--- src/dq_pkg.sv ---
package dq_pkg;

  localparam int DEPTH_DEF      = 16;
  localparam int DATA_WIDTH_DEF = 32;

  localparam int ACTION_W = 4;
  localparam int VALUE_W  = 32;
  localparam int POS_W    = 4;
  localparam int STATUS_W = 3;
  localparam int COUNT_W  = 5;

  typedef enum logic [ACTION_W-1:0] {
    ACT_PUSH_FRONT = 4'd0,
    ACT_PUSH_BACK  = 4'd1,
    ACT_POP_FRONT  = 4'd2,
    ACT_POP_BACK   = 4'd3,
    ACT_CLEAR      = 4'd4,
    ACT_PEEK_FRONT = 4'd5,
    ACT_PEEK_BACK  = 4'd6,
    ACT_PEEK_MID   = 4'd7,
    ACT_READ       = 4'd8,
    ACT_FIND       = 4'd9
  } action_t;

  typedef enum logic [STATUS_W-1:0] {
    ST_OK       = 3'd0,
    ST_OVERFLOW = 3'd1,
    ST_EMPTY    = 3'd2,
    ST_RANGE    = 3'd3,
    ST_NOTFOUND = 3'd4
  } status_t;

  typedef enum logic {
    S_IDLE = 1'b0,
    S_EXEC = 1'b1
  } ctrl_state_t;

  typedef struct packed {
    logic signed [VALUE_W-1:0] value;
    logic [POS_W-1:0]          found;
    status_t                   status;
    logic [COUNT_W-1:0]        count;
    logic                      full;
    logic                      empty;
  } rsp_word_t;

endpackage

--- src/dq_if.sv ---
interface dq_req_if;
  logic                                valid;
  logic                                ready;
  logic [dq_pkg::ACTION_W-1:0]         action;
  logic signed [dq_pkg::VALUE_W-1:0]   data_value;
  logic [dq_pkg::POS_W-1:0]            position;

  modport source (output valid, output action, output data_value, output position,
                  input ready);
  modport sink (input valid, input action, input data_value, input position,
                output ready);
endinterface

interface dq_rsp_if;
  logic                                valid;
  logic                                ready;
  logic signed [dq_pkg::VALUE_W-1:0]   result_value;
  logic [dq_pkg::POS_W-1:0]            found_position;
  logic [dq_pkg::STATUS_W-1:0]         status;
  logic [dq_pkg::COUNT_W-1:0]          item_count;
  logic                                is_full;
  logic                                is_empty;

  modport source (output valid, output result_value, output found_position,
                  output status, output item_count, output is_full, output is_empty,
                  input ready);
  modport sink (input valid, input result_value, input found_position,
                input status, input item_count, input is_full, input is_empty,
                output ready);
endinterface

--- src/deque_ring_buffer_engine.sv ---
// An accepted request enters EXEC and, if it needs data, loads the memory's registered
// read port; a find reads on from the head up to the first match or the last position.
// The result then enters the output register once that is free. A new request is taken
// only after that, since one request is in flight at a time on the single read port.
// Reset (rst, synchronous): queue becomes empty, pending result dropped; the entry
// memory keeps its contents and needs no clearing pass.
module deque_ring_buffer_engine #(
  parameter int DEPTH      = dq_pkg::DEPTH_DEF,
  parameter int DATA_WIDTH = dq_pkg::DATA_WIDTH_DEF
) (
  input logic      clk,
  input logic      rst,
  dq_req_if.sink   req,
  dq_rsp_if.source rsp
);

  localparam int AW = $clog2(DEPTH);

  logic                  ram_we;
  logic [AW-1:0]         ram_waddr;
  logic [DATA_WIDTH-1:0] ram_wdata;
  logic                  ram_re;
  logic [AW-1:0]         ram_raddr;
  logic [DATA_WIDTH-1:0] ram_rdata;

  logic              res_valid;
  logic              res_ready;
  dq_pkg::rsp_word_t res;

  logic              out_valid;
  dq_pkg::rsp_word_t out_word;

  dq_ctrl #(
    .DEPTH      (DEPTH),
    .DATA_WIDTH (DATA_WIDTH)
  ) u_ctrl (
    .clk       (clk),
    .rst       (rst),
    .req       (req),
    .res_valid (res_valid),
    .res_ready (res_ready),
    .res       (res),
    .ram_we    (ram_we),
    .ram_waddr (ram_waddr),
    .ram_wdata (ram_wdata),
    .ram_re    (ram_re),
    .ram_raddr (ram_raddr),
    .ram_rdata (ram_rdata)
  );

  dq_ram #(
    .WIDTH (DATA_WIDTH),
    .DEPTH (DEPTH)
  ) u_ram (
    .clk   (clk),
    .we    (ram_we),
    .waddr (ram_waddr),
    .wdata (ram_wdata),
    .re    (ram_re),
    .raddr (ram_raddr),
    .rdata (ram_rdata)
  );

  assign res_ready = !out_valid || rsp.ready;

  always_ff @(posedge clk) begin
    if (rst) begin
      out_valid <= 1'b0;
    end else if (res_valid && res_ready) begin
      out_valid <= 1'b1;
    end else if (rsp.ready) begin
      out_valid <= 1'b0;
    end
  end

  always_ff @(posedge clk) begin
    if (res_valid && res_ready) begin
      out_word <= res;
    end
  end

  assign rsp.valid          = out_valid;
  assign rsp.result_value   = out_word.value;
  assign rsp.found_position = out_word.found;
  assign rsp.status         = out_word.status;
  assign rsp.item_count     = out_word.count;
  assign rsp.is_full        = out_word.full;
  assign rsp.is_empty       = out_word.empty;

endmodule

--- src/dq_ram.sv ---
module dq_ram #(
  parameter int WIDTH = dq_pkg::DATA_WIDTH_DEF,
  parameter int DEPTH = dq_pkg::DEPTH_DEF
) (
  input  logic                     clk,
  input  logic                     we,
  input  logic [$clog2(DEPTH)-1:0] waddr,
  input  logic [WIDTH-1:0]         wdata,
  input  logic                     re,
  input  logic [$clog2(DEPTH)-1:0] raddr,
  output logic [WIDTH-1:0]         rdata
);

  logic [WIDTH-1:0] mem [DEPTH];

  always_ff @(posedge clk) begin
    if (we) begin
      mem[waddr] <= wdata;
    end
    if (re) begin
      rdata <= mem[raddr];
    end
  end

endmodule

--- src/dq_ctrl.sv ---
module dq_ctrl #(
  parameter int DEPTH      = dq_pkg::DEPTH_DEF,
  parameter int DATA_WIDTH = dq_pkg::DATA_WIDTH_DEF
) (
  input  logic                     clk,
  input  logic                     rst,
  dq_req_if.sink                   req,
  output logic                     res_valid,
  input  logic                     res_ready,
  output dq_pkg::rsp_word_t        res,
  output logic                     ram_we,
  output logic [$clog2(DEPTH)-1:0] ram_waddr,
  output logic [DATA_WIDTH-1:0]    ram_wdata,
  output logic                     ram_re,
  output logic [$clog2(DEPTH)-1:0] ram_raddr,
  input  logic [DATA_WIDTH-1:0]    ram_rdata
);

  localparam int AW   = $clog2(DEPTH);
  localparam int CW   = $clog2(DEPTH + 1);
  localparam int SW   = ((AW > dq_pkg::POS_W) ? AW : dq_pkg::POS_W) + 1;
  localparam int CMPW = (CW > dq_pkg::POS_W) ? CW : dq_pkg::POS_W;

  dq_pkg::ctrl_state_t state, state_next;
  logic [AW-1:0]       head, head_next;
  logic [AW-1:0]       tail, tail_next;
  logic [CW-1:0]       count, count_next;
  logic [AW-1:0]       scan_idx, scan_idx_next;
  logic [AW-1:0]       scan_addr, scan_addr_next;

  logic [dq_pkg::ACTION_W-1:0] act;
  logic [DATA_WIDTH-1:0]       word;
  dq_pkg::status_t             status_r;
  logic                        use_data;

  dq_pkg::status_t acc_status;
  logic            acc_use;
  logic            accept;
  logic            is_empty_q;
  logic            is_full_q;
  logic            scanning;
  logic            hit;
  logic            last;
  logic            done;

  function automatic logic [AW-1:0] addr_inc(input logic [AW-1:0] a);
    logic [AW-1:0] r;
    if (a == AW'(DEPTH - 1)) r = '0;
    else r = a + AW'(1);
    return r;
  endfunction

  function automatic logic [AW-1:0] addr_dec(input logic [AW-1:0] a);
    logic [AW-1:0] r;
    if (a == '0) r = AW'(DEPTH - 1);
    else r = a - AW'(1);
    return r;
  endfunction

  function automatic logic [AW-1:0] addr_add(input logic [AW-1:0] base,
                                             input logic [SW-1:0] off);
    logic [SW-1:0] s;
    s = SW'(base) + off;
    if (s >= SW'(DEPTH)) s = s - SW'(DEPTH);
    return s[AW-1:0];
  endfunction

  assign accept     = req.valid && req.ready;
  assign is_empty_q = (count == '0);
  assign is_full_q  = (count == CW'(DEPTH));

  assign scanning = (act == dq_pkg::ACT_FIND) && (status_r == dq_pkg::ST_NOTFOUND);
  assign hit      = (ram_rdata == word);
  assign last     = ((CW'(scan_idx) + CW'(1)) == count);
  assign done     = !scanning || hit || last;

  always_comb begin
    state_next = state;
    unique case (state)
      dq_pkg::S_IDLE: begin
        if (accept) state_next = dq_pkg::S_EXEC;
      end
      dq_pkg::S_EXEC: begin
        if (done && res_ready) state_next = dq_pkg::S_IDLE;
      end
    endcase
  end

  always_comb begin
    head_next      = head;
    tail_next      = tail;
    count_next     = count;
    scan_idx_next  = scan_idx;
    scan_addr_next = scan_addr;
    ram_we         = 1'b0;
    ram_waddr      = '0;
    ram_wdata      = DATA_WIDTH'(req.data_value);
    ram_re         = 1'b0;
    ram_raddr      = '0;
    acc_status     = dq_pkg::ST_OK;
    acc_use        = 1'b0;
    if ((state == dq_pkg::S_IDLE) && accept) begin
      scan_idx_next  = '0;
      scan_addr_next = head;
      unique case (req.action)
        dq_pkg::ACT_PUSH_FRONT, dq_pkg::ACT_PUSH_BACK: begin
          if (is_full_q) begin
            acc_status = dq_pkg::ST_OVERFLOW;
          end else begin
            ram_we     = 1'b1;
            count_next = count + CW'(1);
            if (is_empty_q) begin
              head_next = '0;
              tail_next = '0;
              ram_waddr = '0;
            end else if (req.action == dq_pkg::ACT_PUSH_FRONT) begin
              head_next = addr_dec(head);
              ram_waddr = addr_dec(head);
            end else begin
              tail_next = addr_inc(tail);
              ram_waddr = addr_inc(tail);
            end
          end
        end
        dq_pkg::ACT_POP_FRONT, dq_pkg::ACT_POP_BACK: begin
          if (is_empty_q) begin
            acc_status = dq_pkg::ST_EMPTY;
          end else begin
            ram_re    = 1'b1;
            acc_use   = 1'b1;
            ram_raddr = (req.action == dq_pkg::ACT_POP_FRONT) ? head : tail;
            if (count == CW'(1)) begin
              head_next  = '0;
              tail_next  = '0;
              count_next = '0;
            end else begin
              if (req.action == dq_pkg::ACT_POP_FRONT) head_next = addr_inc(head);
              else tail_next = addr_dec(tail);
              count_next = count - CW'(1);
            end
          end
        end
        dq_pkg::ACT_CLEAR: begin
          head_next  = '0;
          tail_next  = '0;
          count_next = '0;
        end
        dq_pkg::ACT_PEEK_FRONT, dq_pkg::ACT_PEEK_BACK, dq_pkg::ACT_PEEK_MID: begin
          if (is_empty_q) begin
            acc_status = dq_pkg::ST_EMPTY;
          end else begin
            ram_re  = 1'b1;
            acc_use = 1'b1;
            if (req.action == dq_pkg::ACT_PEEK_FRONT) ram_raddr = head;
            else if (req.action == dq_pkg::ACT_PEEK_BACK) ram_raddr = tail;
            else ram_raddr = addr_add(head, SW'((count - CW'(1)) >> 1));
          end
        end
        dq_pkg::ACT_READ: begin
          if (is_empty_q) begin
            acc_status = dq_pkg::ST_EMPTY;
          end else if (CMPW'(req.position) >= CMPW'(count)) begin
            acc_status = dq_pkg::ST_RANGE;
          end else begin
            ram_re    = 1'b1;
            acc_use   = 1'b1;
            ram_raddr = addr_add(head, SW'(req.position));
          end
        end
        dq_pkg::ACT_FIND: begin
          if (is_empty_q) begin
            acc_status = dq_pkg::ST_EMPTY;
          end else begin
            acc_status = dq_pkg::ST_NOTFOUND;
            ram_re     = 1'b1;
            ram_raddr  = head;
          end
        end
        default: begin
        end
      endcase
    end else if ((state == dq_pkg::S_EXEC) && !done) begin
      scan_idx_next  = scan_idx + AW'(1);
      scan_addr_next = addr_inc(scan_addr);
      ram_re         = 1'b1;
      ram_raddr      = addr_inc(scan_addr);
    end
  end

  always_comb begin
    req.ready    = (state == dq_pkg::S_IDLE);
    res_valid    = (state == dq_pkg::S_EXEC) && done;
    res.value    = use_data ? dq_pkg::VALUE_W'($signed(ram_rdata)) : '0;
    res.found    = (scanning && hit) ? dq_pkg::POS_W'(scan_idx) : '0;
    res.status   = scanning ? (hit ? dq_pkg::ST_OK : dq_pkg::ST_NOTFOUND) : status_r;
    res.count    = dq_pkg::COUNT_W'(count);
    res.full     = is_full_q;
    res.empty    = is_empty_q;
  end

  always_ff @(posedge clk) begin
    if (rst) begin
      state <= dq_pkg::S_IDLE;
      head  <= '0;
      tail  <= '0;
      count <= '0;
    end else begin
      state <= state_next;
      head  <= head_next;
      tail  <= tail_next;
      count <= count_next;
    end
  end

  always_ff @(posedge clk) begin
    scan_idx  <= scan_idx_next;
    scan_addr <= scan_addr_next;
    if (accept) begin
      act      <= req.action;
      word     <= DATA_WIDTH'(req.data_value);
      status_r <= acc_status;
      use_data <= acc_use;
    end
  end

endmodule

--- src/flat_wrapper.sv ---
// flat-port wrapper written by rule: the top's interface ports become plain ports
module deque_ring_buffer_engine_flat 
#(
  parameter int DEPTH      = dq_pkg::DEPTH_DEF,
  parameter int DATA_WIDTH = dq_pkg::DATA_WIDTH_DEF
)
  (clk, rst, req_valid, req_action, req_data_value, req_position, req_ready, rsp_valid, rsp_result_value, rsp_found_position, rsp_status, rsp_item_count, rsp_is_full, rsp_is_empty, rsp_ready);
  dq_req_if req_i ();
  dq_rsp_if rsp_i ();
  input logic clk;
  input logic rst;
  input wire logic [$bits(req_i.valid)-1:0] req_valid;
  input wire logic [$bits(req_i.action)-1:0] req_action;
  input wire logic [$bits(req_i.data_value)-1:0] req_data_value;
  input wire logic [$bits(req_i.position)-1:0] req_position;
  output wire logic [$bits(req_i.ready)-1:0] req_ready;
  output wire logic [$bits(rsp_i.valid)-1:0] rsp_valid;
  output wire logic [$bits(rsp_i.result_value)-1:0] rsp_result_value;
  output wire logic [$bits(rsp_i.found_position)-1:0] rsp_found_position;
  output wire logic [$bits(rsp_i.status)-1:0] rsp_status;
  output wire logic [$bits(rsp_i.item_count)-1:0] rsp_item_count;
  output wire logic [$bits(rsp_i.is_full)-1:0] rsp_is_full;
  output wire logic [$bits(rsp_i.is_empty)-1:0] rsp_is_empty;
  input wire logic [$bits(rsp_i.ready)-1:0] rsp_ready;
  assign req_i.valid = req_valid;
  assign req_i.action = req_action;
  assign req_i.data_value = req_data_value;
  assign req_i.position = req_position;
  assign req_ready = req_i.ready;
  assign rsp_valid = rsp_i.valid;
  assign rsp_result_value = rsp_i.result_value;
  assign rsp_found_position = rsp_i.found_position;
  assign rsp_status = rsp_i.status;
  assign rsp_item_count = rsp_i.item_count;
  assign rsp_is_full = rsp_i.is_full;
  assign rsp_is_empty = rsp_i.is_empty;
  assign rsp_i.ready = rsp_ready;
  deque_ring_buffer_engine #(.DEPTH(DEPTH), .DATA_WIDTH(DATA_WIDTH)) u_core (.clk(clk), .rst(rst), .req(req_i), .rsp(rsp_i));
endmodule
--- config.mk ---
export PLATFORM = sky130hd
export DESIGN_NAME = deque_ring_buffer_engine_flat
export DESIGN_NICKNAME = d
export VERILOG_FILES = /design/src/dq_pkg.sv /design/src/dq_if.sv /design/src/deque_ring_buffer_engine.sv /design/src/dq_ram.sv /design/src/dq_ctrl.sv /design/src/flat_wrapper.sv
export SDC_FILE = /design/constraint.sdc
export NUM_CORES = 1
export LEC_CHECK = 0
export BUFFER_PORTS_ARGS = -buffer_cell sky130_fd_sc_hd__buf_2
export CAP_MARGIN = 20
export CORE_UTILIZATION = 40
export DETAILED_ROUTE_END_ITERATION = 10
export SLEW_MARGIN = 20
export SYNTH_ARGS = -nofsm -noshare
export SYNTH_HDL_FRONTEND = slang
export SYNTH_SLANG_ARGS = --single-unit
--- constraint.sdc ---
create_clock -name clk -period 5.7 [get_ports clk]
set_input_delay 0.855 -clock clk [delete_from_list [all_inputs] [get_ports clk]]
set_output_delay 0.855 -clock clk [all_outputs]
set_load 0.02 [all_outputs]
==> flow_results.xml <==
<?xml version="1.0" encoding="UTF-8"?>
<metrics>
  <group name="status">
    <metric name="status" unit="">finished clean</metric>
  </group>
  <group name="worst_setup_path">
    <metric name="setup.worst_path.end_class" unit="">register</metric>
    <metric name="worstReg2RegEnd" unit="">u_core.u_ram.rdata[10]</metric>
    <metric name="worst_ep_arrival_time" unit="ps">5100</metric>
    <metric name="setup.reg_to_reg.worst_slack" unit="ps">930</metric>
    <metric name="critical_path_class" unit="">reg -&gt; reg</metric>
    <metric name="cp_max_fo" unit="">21</metric>
    <metric name="crit_path_start_kind" unit="">register</metric>
    <metric name="worstRegToRegCells" unit="">14</metric>
    <metric name="critical_path_required" unit="ps">6020</metric>
    <metric name="critical_path.reg2reg.startpoint" unit="">u_core.u_ctrl.count[0]</metric>
  </group>
  <group name="route">
    <metric name="via_count" unit="">14147</metric>
    <metric name="detail_route.iter0.violations" unit="">1319</metric>
    <metric name="uppermost_signal_routing_layer_after_detailed_routing" unit="">met4</metric>
    <metric name="vias_per_cell" unit="">5.46</metric>
    <metric name="routedWlPerCell" unit="um">24.2</metric>
    <metric name="wl" unit="um">62700</metric>
    <metric name="drtAntennaViolNets" unit="">0</metric>
    <metric name="drt-pass1-iter-count" unit="">5</metric>
    <metric name="met3WireLength" unit="um">3300</metric>
    <metric name="met2RoutedLength" unit="um">30300</metric>
    <metric name="drc_errors" unit="">0</metric>
    <metric name="wirelength_met1" unit="um">27600</metric>
  </group>
  <group name="floorplan">
    <metric name="die_width" unit="um">258</metric>
    <metric name="effective_utilization_at_floorplan" unit="%">40.6</metric>
    <metric name="placement_rows" unit="">93</metric>
    <metric name="coreArea" unit="um2">64700</metric>
    <metric name="dieHeight" unit="um">258</metric>
    <metric name="pin_count" unit="">92</metric>
    <metric name="design.die.area" unit="um2">66700</metric>
  </group>
  <group name="timing">
    <metric name="timing.slew.headroom" unit="%">30.5</metric>
    <metric name="fin_crit_sh" unit="%">83.7</metric>
    <metric name="finalClockSkew" unit="ps">27.7</metric>
    <metric name="rsz0062_at_grt" unit="">no</metric>
    <metric name="slew_at_the_pin_closest_to_its_max_slew_limit" unit="ps">1030</metric>
    <metric name="final_setup_tns" unit="ps">0</metric>
    <metric name="setup_viol_count_final" unit="">0</metric>
    <metric name="hold_viol_final" unit="">0</metric>
    <metric name="fin_crit" unit="ps">4770</metric>
    <metric name="max_freq" unit="MHz">209</metric>
    <metric name="max_transition_viols_final" unit="">0</metric>
  </group>
  <group name="finish">
    <metric name="post_route_cells_drive_above_1_share" unit="%">15.6</metric>
    <metric name="syn_to_final_growth" unit="%">14.4</metric>
    <metric name="stdcell_area" unit="um2">30100</metric>
    <metric name="fill_cells" unit="">5572</metric>
    <metric name="final_nets" unit="">1750</metric>
    <metric name="most-common-layout-cells" unit="">edfxtp_1 (634), mux2i_1 (258), o22ai_1 (130)</metric>
    <metric name="non_filler_instance_count_after_layout" unit="">2591</metric>
    <metric name="most_common_cell_after_layout_fill_and_taps_aside" unit="">edfxtp_1</metric>
    <metric name="n_antenna_cell" unit="">0</metric>
  </group>
  <group name="clock_network">
    <metric name="clockBufferDepth" unit="">3</metric>
    <metric name="h_tree_levels" unit="">3</metric>
    <metric name="worst_setup_hold_path_clk_slew" unit="ps">60</metric>
    <metric name="root_buffer" unit="">clkbuf_16</metric>
    <metric name="clock-sinks" unit="">653</metric>
    <metric name="cts_hold_buf" unit="">0</metric>
    <metric name="number_of_gates_given_a_new_drive_strength_after_cts" unit="">0</metric>
    <metric name="tritoncts" unit="">built</metric>
    <metric name="post-cts-setup-buffer-count" unit="">0</metric>
    <metric name="worst_skew_pair.late_latency" unit="ps">600</metric>
    <metric name="numCtsBuffers" unit="">68</metric>
  </group>
  <group name="grt">
    <metric name="antenna_found_initial" unit="">1</metric>
    <metric name="grt_usage" unit="%">18.8</metric>
    <metric name="grt_start_max_net_pins" unit="">104</metric>
    <metric name="overall_overflow_remaining_after_global_route" unit="">0</metric>
    <metric name="first_global_vias" unit="">14224</metric>
    <metric name="grt_first_pass_wirelength" unit="um">92200</metric>
  </group>
  <group name="synthesis">
    <metric name="synth_register_bits" unit="">653</metric>
    <metric name="synthFlopType" unit="">edfxtp_1</metric>
    <metric name="netlist-cell-type-count" unit="">72</metric>
    <metric name="yosysSeqAreaShare" unit="%">73.9</metric>
    <metric name="syn-instance-count" unit="">1564</metric>
    <metric name="synth-edff-count" unit="">634</metric>
    <metric name="syn_area" unit="um2">26300</metric>
    <metric name="synth.yosys.warnings" unit="">0</metric>
    <metric name="syn-mean-instance-area" unit="um2">16.8</metric>
    <metric name="syn_nets" unit="">1629</metric>
    <metric name="proportion_of_register_bits_with_asynchronous_set_or_reset_after_synthesis" unit="%">0</metric>
  </group>
  <group name="power_and_ir_drop">
    <metric name="comb_power_share" unit="%">3.3</metric>
    <metric name="ir_drop" unit="V">0.000221</metric>
    <metric name="p_per_area" unit="nW/um2">332</metric>
    <metric name="power_frac_clock" unit="%">43.1</metric>
    <metric name="sw_frac_of_total" unit="%">20.4</metric>
    <metric name="power_frac_seq" unit="%">53.5</metric>
    <metric name="p_int" unit="mW">7.96</metric>
    <metric name="p_leak" unit="nW">9.27</metric>
    <metric name="power_switching" unit="mW">2.03</metric>
  </group>
  <group name="placed_design">
    <metric name="place.detailed.instances" unit="">2470</metric>
    <metric name="place.detailed.hpwl" unit="um">37300</metric>
    <metric name="finalWeightedCongestion" unit="">0.826</metric>
    <metric name="placedInstanceArea" unit="um2">27900</metric>
    <metric name="io_buffers" unit="">91</metric>
  </group>
  <group name="job">
    <metric name="max-cap-violations" unit="">0</metric>
  </group>
  <group name="hold_path">
    <metric name="type_of_the_worst_min_delay_path" unit="">reg -&gt; reg</metric>
    <metric name="worst_hold_path.num_cells" unit="">0</metric>
    <metric name="timing.hold.worst.start" unit="">u_core.u_ctrl.status_r[0]</metric>
    <metric name="worst_hold_path.endpoint" unit="">u_core.rsp.status[0]</metric>
  </group>
</metrics>
[power by group through the flow]
| stage | registers, mW | clock network, mW | logic (mW) |
|---|---|---|---|
| 2_1_floorplan | 5.47 | 0 | 0.156 |
| 3_3_place_gp | 5.45 | 0 | 0.325 |
| 3_5_place_dp | 5.45 | 0 | 0.331 |
| 4_1_cts | 5.35 | 4.39 | 0.333 |
| 5_1_grt | 5.36 | 4.57 | 0.360 |
| 6_report | 5.35 | 4.31 | 0.331 |
[registers in the layout (all words and copies together) (netlist names), 3 cells and up]
signal,flops
u_core.rsp.found_position,4
u_core.rsp.item_count,5
u_core.rsp.result_value,32
u_core.rsp.status,3
u_core.u_ctrl.act,4
u_core.u_ctrl.count,5
u_core.u_ctrl.head,4
u_core.u_ctrl.scan_addr,4
u_core.u_ctrl.scan_idx,4
u_core.u_ctrl.status_r,3
u_core.u_ctrl.tail,4
u_core.u_ctrl.word,32
u_core.u_ram.mem,512
u_core.u_ram.rdata,32
[worst max path at each step]
stage                           start                       to  slack, ps  cells past startpoint
4_1_cts        u_core.u_ctrl.count[0]   u_core.u_ram.rdata[10]        940                     14
3_3_place_gp   u_core.u_ctrl.count[0]   u_core.u_ram.rdata[12]       1060                     14
5_1_grt        u_core.u_ctrl.count[0]   u_core.u_ram.rdata[11]        650                     14
6_report       u_core.u_ctrl.count[0]   u_core.u_ram.rdata[10]        930                     14
3_5_place_dp   u_core.u_ctrl.count[0]   u_core.u_ram.rdata[11]        980                     14
2_1_floorplan               req_valid  u_core.u_ram.mem[10][0]        750                      6
[cells in the mapped netlist, types with 6 or more instances]
cell type / count / share of area [%]
nor3_1: 8 / 0.15
nand4_1: 9 / 0.21
buf_2: 37 / 0.70
buf_6: 10 / 0.43
and2_1: 35 / 0.83
buf_4: 11 / 0.31
a22o_1: 6 / 0.20
nand3_1: 7 / 0.13
or4_1: 34 / 0.97
edfxtp_1: 634 / 72
dfxtp_1: 19 / 1.4
xnor2_1: 46 / 1.5
clkbuf_1: 24 / 0.34
nand2_1: 37 / 0.53
nand2b_1: 7 / 0.17
mux2i_1: 258 / 9.8
o21ai_0: 13 / 0.25
a21oi_1: 33 / 0.63
o22ai_1: 130 / 3.1
ha_1: 19 / 0.90
a211oi_1: 9 / 0.26
xor2_1: 6 / 0.20
nor2_1: 54 / 0.77
inv_1: 24 / 0.34
[logic make-up after synthesis]
group / share of synthesized area, %
flops: 73.9
mux: 9.87
compound gates: 6.41
simple gates: 4.89
buf+inv: 2.18
xor+xnor: 1.73
fa+ha+maj: 1.06
[routing by layer]
| layer | up-vias | global-route usage (%) |
|---|---|---|
| li1 | 6450 | - |
| met4 | 0 | 5.69 |
| met3 | 98 | 2.97 |
| met2 | 440 | 30.8 |
| met1 | 7159 | 25.8 |
| met5 | - | 0 |
[metrics by stage]
| stage | power, mW | util, % | hold WS (ps) | worst slack (ps) |
|---|---|---|---|---|
| after CTS | 10.1 | 46.5 | 472 | 937 |
| after floorplan | 5.63 | - | 403 | 750 |
| after detailed placement | 5.79 | 43.2 | 459 | 977 |
| final | 10.0 | 46.5 | 479 | 926 |
| after global routing | 10.3 | 46.5 | 477 | 652 |
| after global placement | 5.78 | 43.2 | 445 | 1060 |
[critical path, stage by stage (launching register included)]
cell       delay (ps)
dfxtp_1           560
inv_1              80
ha_1              340
inv_1              70
ha_1              160
inv_1              60
fa_1              540
a2bb2oi_1         160
o21ai_0           100
a32oi_1           330
a2bb2oi_2         350
nand4bb_2         690
buf_4             360
o22ai_1           120
or4_1             540
[cell type report]
class	count	area [um2]	share of cell area, %
clock inverters	35	309	1.03
well taps	855	1070	3.56
inverters	27	101	0.337
multi-input cells	802	6470	21.5
repair buffers	133	883	2.94
flip-flops and latches	653	19400	64.6
clock buffers	86	1830	6.09
Power figures use the tool's default switching activity.
